**config.mk**
```make
export PLATFORM = sky130hd
export DESIGN_NAME = srs_cell
export DESIGN_NICKNAME = d
export VERILOG_FILES = /design/src/rtl/srs_pkg.sv /design/src/rtl/srs_cell.sv
export SDC_FILE = /design/constraint.sdc
export NUM_CORES = 1
export LEC_CHECK = 0
export BUFFER_PORTS_ARGS = -buffer_cell sky130_fd_sc_hd__buf_4
export CORE_AREA = 2 2 128 130
export DETAILED_ROUTE_END_ITERATION = 10
export DIE_AREA = 0 0 130 132
export GPL_ROUTABILITY_DRIVEN = 0
export MAX_ROUTING_LAYER = met4
export PLACE_DENSITY = 0.74
export SETUP_SLACK_MARGIN = 0.4
export SLEW_MARGIN = 20
export SYNTH_ARGS = -nofsm -noshare
export SYNTH_HDL_FRONTEND = slang
export SYNTH_SLANG_ARGS = --single-unit
export TNS_END_PERCENT = 100
```
**constraint.sdc**
```tcl
create_clock -name i_clk -period 5.65 [get_ports i_clk]
set_input_delay 0.8475 -clock i_clk [delete_from_list [all_inputs] [get_ports i_clk]]
set_output_delay 0.8475 -clock i_clk [all_outputs]
set_load 0.02 [all_outputs]
```
**src/rtl/srs_pkg.sv**
```systemverilog
package srs_pkg;

    localparam int MAX_RECORDS_DEF = 64;
    localparam int KEY_BITS_DEF    = 64;
    localparam int TAG_BITS_DEF    = 16;

    // Control broadcast to every cell of the chain
    typedef struct packed {
        logic insert;   // place the new record, shift larger ones up
        logic advance;  // move every record one cell toward the output
    } t_cell_ctl;

endpackage

```
**src/rtl/srs_cell.sv**
```systemverilog
module srs_cell
    import srs_pkg::*;
#(
    parameter int KEY_BITS = KEY_BITS_DEF,
    parameter int TAG_BITS = TAG_BITS_DEF
) (
    input  logic                i_clk,
    input  logic                i_rst_n,
    input  t_cell_ctl           i_ctl,
    input  logic [KEY_BITS-1:0] i_new_key,
    input  logic [TAG_BITS-1:0] i_new_tag,
    input  logic                i_prev_greater,
    input  logic                i_prev_valid,
    input  logic [KEY_BITS-1:0] i_prev_key,
    input  logic [TAG_BITS-1:0] i_prev_tag,
    input  logic                i_next_valid,
    input  logic [KEY_BITS-1:0] i_next_key,
    input  logic [TAG_BITS-1:0] i_next_tag,
    output logic                o_greater,
    output logic                o_valid,
    output logic [KEY_BITS-1:0] o_key,
    output logic [TAG_BITS-1:0] o_tag
);

    logic                r_valid;
    logic [KEY_BITS-1:0] r_key;
    logic [TAG_BITS-1:0] r_tag;
    logic                n_valid;
    logic [KEY_BITS-1:0] n_key;
    logic [TAG_BITS-1:0] n_tag;

    // An empty cell counts as greater so the new record lands in the first hole.
    // Strict compare keeps equal keys in arrival order.
    assign o_greater = !r_valid || (r_key > i_new_key);

    always_comb begin
        n_valid = r_valid;
        n_key   = r_key;
        n_tag   = r_tag;
        priority if (i_ctl.insert) begin
            if (i_prev_greater) begin
                n_valid = i_prev_valid;
                n_key   = i_prev_key;
                n_tag   = i_prev_tag;
            end else if (o_greater) begin
                n_valid = 1'b1;
                n_key   = i_new_key;
                n_tag   = i_new_tag;
            end
        end else if (i_ctl.advance) begin
            n_valid = i_next_valid;
            n_key   = i_next_key;
            n_tag   = i_next_tag;
        end
    end

    always_ff @(posedge i_clk) begin
        if (!i_rst_n) begin
            r_valid <= 1'b0;
        end else begin
            r_valid <= n_valid;
        end
    end

    always_ff @(posedge i_clk) begin
        r_key <= n_key;
        r_tag <= n_tag;
    end

    assign o_valid = r_valid;
    assign o_key   = r_key;
    assign o_tag   = r_tag;

endmodule

```
==> results.yml, run 1 <==
run_status:
  status: "complete, no violations"
drt:
  drtIter0Drc: 227
  drc: 0
  ant_nets: 0
  drt-total-wl_um: 18200
  routedWlPerCell_um: 16.0
  dr.pass1.iters: 4
  via_count: 5474
  viasPerCell: 4.82
flow_run:
  cap_violations: 0
layout:
  syn2layout_area_growth_pct: 51.6
  drive_above_1_share_pct: 39.1
  finish.net_count: 1226
  diodes: 0
  postLayoutCoreUtil_pct: 56.0
  design_area_sq_mm: 0.00879
worst_setup_path:
  critPathKind: "input pin to output port"
  worstPathRequired_ns: 4.80
  cp.arrival_ns: 3.11
  cp-end-kind: "output port"
  startpoint_type: "input pin"
  critPathMaxFanout: 3
sta:
  hold_viol: 0
  setup_viol: 0
  rsz0062_at_grt: "false"
  maxSlewViolCount: 0
  fin_crit_ns: 3.95
  fmax_mhz: 253
  period_share_pct: 70.0
  clock_skew_ns: 0.00566
  holdWs_ns: 0.762
  setup_tns_ns: 0
  relSlewSlack_pct: 39.1
  tightest_slew_ns: 0.913
yosys:
  synth_top_flop_cell: "edfxtp_1"
  post-synth-top-area-cell: "edfxtp_1"
  ys_top_cells_by_area: "edfxtp_1, ha_1, mux2i_1"
  ys_ff_latch: 81
  yosys_warnings: 0
  synth_area_per_cell_sq_um: 9.68
  yosysSeqAreaShare_pct: 41.8
  synth_cell_types: 37
  synthArstFlopShare_pct: 0
  synth_top_area_share_pct: 41.4
  synth_area_sq_mm: 0.00580
  synth_fp_nets: 910
  synth-edff-count: 80
  synth_cells: 599
clocking:
  post_cts.repair.setup_buffers: 0
  clock-root-buffer: "clkbuf_16"
  post_cts_resized: 0
  cts_buffers: 9
  clk_latency_ns: 0.35
  cts.path.max_buffers: 2
  cts_hold_buf: 0
  clock-sinks: 81
  h-tree-depth: 3
  clk_pin_slew_ns: 0.06
  cts_tree: "yes"
place:
  numPortBuffers: 328
  post_dp_cell_area_sq_mm: 0.00846
  dp_hpwl_um: 14600
global_route:
  grt_usage_pct: 21.7
  grt_max_degree: 96
  overflow: 0
  first_global_vias: 5406
  antenna_found_initial: 0
  grt_pass1_wl_um: 27600
floorplan:
  core_sq_mm: 0.0157
  initial_utilization_pct: 36.9
  die_area_sq_mm: 0.0172
  die_h_um: 132
  ioPinCount: 329
  die_w_um: 130
  rows: 46
min_path:
  worstHoldPathType: "input pin to register"
power:
  power.leakage_nw: 4.37
  ir_drop_uv: 116
  powerDensity_mw_per_mm2: 233
==> critical path: stages <==
cell and delay (ns):
buf_4 0.09, inv_1 0.04, ha_1 0.30, nand4_1 0.17, nor4_1 0.59, nor4bb_1 0.61
nand3_1 0.15, inv_1 0.10, o21ai_2 0.05, buf_4 0.16
==> final cells by class <==
class	count	area [sq um]
clock buffer	10	229
clock inverter	6	106
fill	1450	6920
inverter	68	255
multi-input combinational	423	3020
sequential	81	2420
tap	216	270
timing repair buffer	332	2490
==> layout by cell type, fill, tap and decap left out, types with 2 or more instances in the layout <==
master	n
a21oi_1	107
bufinv_16	3
o21ai_0	7
nor3_1	3
nand4_2	3
mux2i_1	80
nand3_1	8
o211ai_1	2
edfxtp_1	80
nor4_1	3
nand4_1	10
nor2_1	88
inv_1	68
clkbuf_16	9
ha_1	64
o21ai_2	2
nand2_1	23
nor4_2	2
a21o_1	2
buf_4	332
a221oi_1	4
==> power by group <==
group	internal [mW]	switching (mW)	total, mW	leakage, nW
clock	0.430	0.243	0.672	0.160
combinational	0.295	0.309	0.604	3.40
sequential	0.737	0.0322	0.769	0.802
total	1.46	0.584	2.05	4.37
==> routing by layer <==
| layer | up-vias | global-route usage (%) | part of all wire, % |
|---|---|---|---|
| met3 | 27 | 5.15 | 6.6 |
| met4 | 0 | 5.79 | 2.0 |
| met2 | 201 | 37.7 | 51 |
| met5 | - | - | 0 |
| met1 | 2454 | 24.7 | 41 |
| li1 | 2792 | - | - |
==> Yosys cell counts, types with 2 or more instances <==
| master | number |
|---|---|
| o21ai_0 | 7 |
| mux2i_1 | 80 |
| nor2_1 | 88 |
| edfxtp_1 | 80 |
| buf_1 | 6 |
| nand4_1 | 10 |
| nor4_1 | 3 |
| inv_1 | 68 |
| o21ai_2 | 2 |
| buf_2 | 8 |
| nor4_2 | 2 |
| a21o_1 | 2 |
| nor3_1 | 3 |
| ha_1 | 64 |
| nand2_1 | 23 |
| o211ai_1 | 2 |
| a221oi_1 | 4 |
| nand4_2 | 3 |
| clkbuf_1 | 13 |
| nand3_1 | 8 |
| a21oi_1 | 107 |
==> cell families after synthesis <==
| group | count (synthesis) | share of synthesized area (%) |
|---|---|---|
| adders and majority gates | 64 | 13.8 |
| DFF | 81 | 41.8 |
| muxes | 81 | 14.0 |
| AOI/OAI and AO/OA | 131 | 12.3 |
| buffers and inverters | 95 | 6.32 |
| and+or+nand+nor | 147 | 11.8 |
==> state kept, by name (all words and copies together) (netlist names) <==
name and count:
o_key 64, o_tag 16, o_valid 1
==> metrics by stage <==
step	setup WS (ns)	std cells	total power, mW
after floorplan	0.935	599	1.09
after global placement	1.61	1120	1.38
after detailed placement	1.70	1120	1.39
after CTS	1.70	1136	2.07
after global routing	1.55	1136	2.15
final	1.70	1136	2.05
==> worst paths after layout <==
check	from	to	slack, ns	depth (start not counted)
worst max-delay path	i_new_key[39]	o_greater	1.70	10
worst min-delay path	i_rst_n	o_valid$_SDFFE_PN0P_	0.76	2
worst max register to register	o_key[47]$_DFFE_PP_	o_key[18]$_DFFE_PP_	2.52	7
worst min register to register	o_valid$_SDFFE_PN0P_	o_valid$_SDFFE_PN0P_	0.77	2
Note: power is estimated with default switching activity, not from simulation.
==> run 2, diff against run 1 <==
Clock period 5.65 ns to 3.89 ns, I/O delays scaled along.
==> results.yml, run 2 (synthesis results as in run 1) <==
sta:
  hold_viol: 0
  maxSlewViolCount: 0
  fin_crit_ns: 3.25
  tightest_slew_ns: 0.663
  clock_skew_ns: 0.00595
  fmax_mhz: 307
  setup_viol: 0
  period_share_pct: 83.7
  relSlewSlack_pct: 55.8
  setup_tns_ns: 0
  rsz0062_at_grt: "false"
clocking:
  h-tree-depth: 3
  clock-sinks: 81
  clock-root-buffer: "clkbuf_16"
  cts.path.max_buffers: 2
  cts_tree: "yes"
  clk_pin_slew_ns: 0.07
  clk_latency_ns: 0.34
  cts_buffers: 9
worst_setup_path:
  startpoint_type: "register"
  r2r-start: "o_key[33]$_DFFE_PP_"
  cp_slowest_cell: "edfxtp_1"
  r2r_slack_ns: 1.00
  reg2regPathDepth: 9
  r2r-end: "o_key[37]$_DFFE_PP_"
  crit_path_end: "o_greater"
  worst_path_most_repeated_cell: "nand4_1"
  critPathKind: "register to output port"
  cp_num_cells: 9
  startpoint: "o_key[33]$_DFFE_PP_"
  critPathMaxStageDelay_ns: 0.45
  worstPathRequired_ns: 3.31
  critPathMaxFanout: 2
  cp.arrival_ns: 2.67
  cp-end-kind: "output port"
  critPathBufInv: 1
  crit_family: "simple AND/OR/NAND/NOR gates"
  cp_cell_sequence: "ha_4, nand4_1, nor4_2, nand4_1, a31oi_2, nor4_1, o21a_2, o21ai_2, buf_4"
place:
  numPortBuffers: 328
  placedCellCount: 1122
  dp_hpwl_um: 15300
floorplan:
  rows: 46
  core_sq_mm: 0.0157
  die_h_um: 132
  ioPinCount: 329
  die_w_um: 130
  initial_utilization_pct: 36.9
  die_area_sq_mm: 0.0172
drt:
  drc: 0
  routedWlPerCell_um: 16.3
  route.met3.wl_um: 1320
  via_count: 5548
  drt-met1-wl_um: 7470
  viasPerCell: 4.88
  route.met2.wl_um: 9230
  dr.pass1.iters: 6
  drtIter0Drc: 224
  ant_nets: 0
  top_layer: "met4"
  drt-total-wl_um: 18500
global_route:
  first_global_vias: 5546
  overflow: 0
  grt_usage_pct: 21.7
  grt_pass1_wl_um: 27900
  antenna_found_initial: 0
  grt_max_degree: 59
power:
  powerDensity_mw_per_mm2: 318
  ir_drop_uv: 180
  power.leakage_nw: 4.35
layout:
  final_common_cell: "buf_4"
  final_cell_mix: "buf_4, a21oi_1, nor2_1"
  final_cells: 1138
  diodes: 0
  finish.net_count: 1228
  largest_reg_flops: 64
  syn2layout_area_growth_pct: 55.0
  drive_above_1_share_pct: 42.4
flow_run:
  cap_violations: 0
min_path:
  worstHoldPathType: "input pin to register"
run_status:
  status: "complete, no violations"
-- run 2: cell count changes in the layout (fill, tap and decap cells not counted), moves of 2 or more --
cell	delta
ha_4	+15
inv_1	-10
inv_6	+3
inv_2	+8
ha_1	-15
bufinv_16	-3
clkinvlp_4	+2
-- run 2: final cells by class --
type,count,area (sq um)
Clock buffer,9,225
Tap cell,216,270
Clock inverter,7,53.8
Multi-Input combinational cell,423,3230
Inverter,68,265
Sequential cell,81,2420
Timing Repair Buffer,334,2520
Fill cell,1466,6720
-- run 2: worst register-to-register path: stages (launching register included) --
cell and delay (ns):
edfxtp_1 0.45, ha_4 0.30, nand4_1 0.15, nor4_2 0.40, nand4_1 0.23, a31oi_2 0.25
nor4_1 0.09, o21a_2 0.15, a21oi_4 0.17, buf_4 0.36
-- run 2: where the power goes --
group	internal, mW	switching, mW	total [mW]
Sequential	1.07	0.0555	1.13
Clock	0.438	0.378	0.816
Combinational	0.454	0.463	0.917
-- run 2: through the flow --
step	hold WS, ns	setup WS (ns)	instance area [sq um]	total power [mW]	util [%]
finish	0.498	0.636	8990	2.86	57.2
floorplan	0.730	0.360	6030	1.61	-
global route	0.489	0.485	8990	3.00	57.2
CTS	0.486	0.536	8980	2.89	57.2
detailed placement	0.776	0.656	8700	2.07	55.4
global placement	0.785	0.737	8700	2.05	55.4
-- run 2: per-layer routing --
metal,up-vias,global-route usage (%)
met5,-,-
met4,0,7.41
met3,33,5.44
met2,216,37.3
met1,2504,24.3
li1,2795,-
-- run 2: repair_timing --
item	in CTS	in global routing
endpoints found under the setup margin	0	1
hold buffers	0	0
resized for setup	0	1
buffers inserted	0	0
-- run 2: worst min path at each step --
| stage | from | end | slack [ns] | depth (start not counted) |
|---|---|---|---|---|
| 2_1_floorplan | i_rst_n | o_valid$_SDFFE_PN0P_ | 0.73 | 1 |
| 3_3_place_gp | o_valid$_SDFFE_PN0P_ | o_valid$_SDFFE_PN0P_ | 0.79 | 2 |
| 3_5_place_dp | o_valid$_SDFFE_PN0P_ | o_valid$_SDFFE_PN0P_ | 0.78 | 2 |
| 4_1_cts | i_rst_n | o_valid$_SDFFE_PN0P_ | 0.49 | 2 |
| 5_1_grt | i_rst_n | o_valid$_SDFFE_PN0P_ | 0.49 | 2 |
| 6_report | i_rst_n | o_valid$_SDFFE_PN0P_ | 0.50 | 2 |
==> run 3, diff against run 2 <==
Settings changed: CORE_AREA 2 2 128 130 to 2 2 126 128, DIE_AREA 0 0 130 132 to 0 0 128 130, PLACE_DENSITY 0.74 to 0.78.
Clock period 3.89 ns to 2.7 ns, I/O delays scaled along.
==> results.yml, run 3 (synthesis results as in run 1) <==
drt:
  dr.pass1.iters: 7
  drt-total-wl_um: 20300
  drtIter0Drc: 199
  ant_nets: 0
  via_count: 5800
  routedWlPerCell_um: 17.5
  drc: 0
  viasPerCell: 4.98
sta:
  relSlewSlack_pct: 49.2
  tightest_slew_ns: 0.762
  setup_viol: 81
  setup_tns_ns: -23.83
  hold_viol: 0
  maxSlewViolCount: 0
  rsz0062_at_grt: "true"
  period_share_pct: 112
  clock_skew_ns: 0.00800
  holdWs_ns: 0.324
  fin_crit_ns: 3.02
  fin_ws_ns: -0.322
  fmax_mhz: 331
floorplan:
  ioPinCount: 329
  core_sq_mm: 0.0154
  rows: 46
  initial_utilization_pct: 37.6
  die_w_um: 128
  die_h_um: 130
  die_area_sq_mm: 0.0166
layout:
  finish.net_count: 1278
  design_area_sq_mm: 0.00975
  final_cell_mix: "buf_4, a21oi_1, nor2_1"
  diodes: 0
  final_cells: 1164
  syn2layout_area_growth_pct: 68.2
  drive_above_1_share_pct: 44.7
  largest_reg_flops: 64
  final_common_cell: "buf_4"
place:
  placedCellCount: 1109
  dp_worst_setup_slack_ns: -0.202
  dp_hpwl_um: 15200
  post_dp_cell_area_sq_mm: 0.00873
  numPortBuffers: 328
clocking:
  cts_buffers: 9
  clock-sinks: 81
  clk_pin_slew_ns: 0.06
  h-tree-depth: 3
  cts_hold_buf: 0
  cts.path.max_buffers: 2
  clk_latency_ns: 0.35
  cts_tree: "yes"
  clock-root-buffer: "clkbuf_16"
worst_setup_path:
  critPathMaxFanout: 4
  cp.arrival_ns: 3.09
  worstPathRequired_ns: 2.77
  r2r_slack_ns: -0.32
  startpoint_type: "register"
  r2r-end: "o_key[4]$_DFFE_PP_"
  reg2regPathDepth: 13
  cp-end-kind: "register"
  startpoint: "o_key[38]$_DFFE_PP_"
  crit_path_end: "o_key[4]$_DFFE_PP_"
  r2r-start: "o_key[38]$_DFFE_PP_"
  critPathKind: "register to register"
global_route:
  grt_pass1_wl_um: 30000
  first_global_vias: 5811
  grt_max_degree: 163
  antenna_found_initial: 0
  overflow: 0
  grt_usage_pct: 24.4
run_status:
  violations: "setup timing"
  status: "finished with violations"
power:
  power.leakage_nw: 4.79
  ir_drop_uv: 333
  powerDensity_mw_per_mm2: 449
min_path:
  worstHoldPathType: "input pin to register"
  worstHoldStart: "i_rst_n"
flow_run:
  cap_violations: 0
run 3: changes by cell type in the layout (fill, tap and decap cells not counted), sizes merged:
cell and change:
bufinv +1, buf +48, inv -3, clkinvlp -3, bufbuf +1, clkinv +2
clkbuf +4
run 3: power breakdown:
group          switching, mW  leakage [nW]  internal [mW]
clock network          0.500         0.138          0.712
registers             0.0814         0.802           1.54
logic                  0.733          3.85          0.811
total                   1.31          4.79           3.06
run 3: worst min-delay path by stage:
stage	to	depth (start not counted)
4_1_cts	o_valid$_SDFFE_PN0P_	2
5_1_grt	o_valid$_SDFFE_PN0P_	2
3_3_place_gp	o_valid$_SDFFE_PN0P_	2
6_report	o_valid$_SDFFE_PN0P_	2
3_5_place_dp	o_valid$_SDFFE_PN0P_	2
2_1_floorplan	o_valid$_SDFFE_PN0P_	1
run 3: layout make-up:
type / instances / area (sq um)
clock buffer: 12 / 236
tap: 192 / 240
clock inverter: 4 / 43.8
timing repair buffer: 384 / 3270
inverter: 68 / 255
sequential: 81 / 2420
multi-input combinational: 423 / 3290
fill: 1291 / 5670
run 3: timing repair:
action | CTS | global route
setup endpoints to repair | 81 | 81
gates cloned | 9 | 1
pin swaps | 10 | 5
resized for setup | 32 | 4
setup buffers | 24 | 5
run 3: worst max-delay path: stages (launching register included):
cell and delay [ns]:
edfxtp_1 0.43, ha_4 0.29, nand4_1 0.10, buf_6 0.15, nor4_4 0.38, nand4_1 0.14, a31oi_1 0.24, nor4_2 0.07
o21a_2 0.13, buf_4 0.14, a21oi_4 0.17, buf_12 0.14, buf_8 0.10, bufbuf_16 0.24
run 3: routing by layer:
metal | track usage [%] | routed length, um
met5 | - | 0
met1 | 28.4 | 8170
met3 | 4.96 | 1180
met2 | 42.7 | 10500
met4 | 7.69 | 479
run 3: per-stage QoR:
stage	utilization, %	total power [mW]
after floorplan	-	2.32
after global placement	56.6	2.96
after detailed placement	56.6	2.99
after CTS	62.6	4.37
after global routing	63.2	4.59
final	63.2	4.38
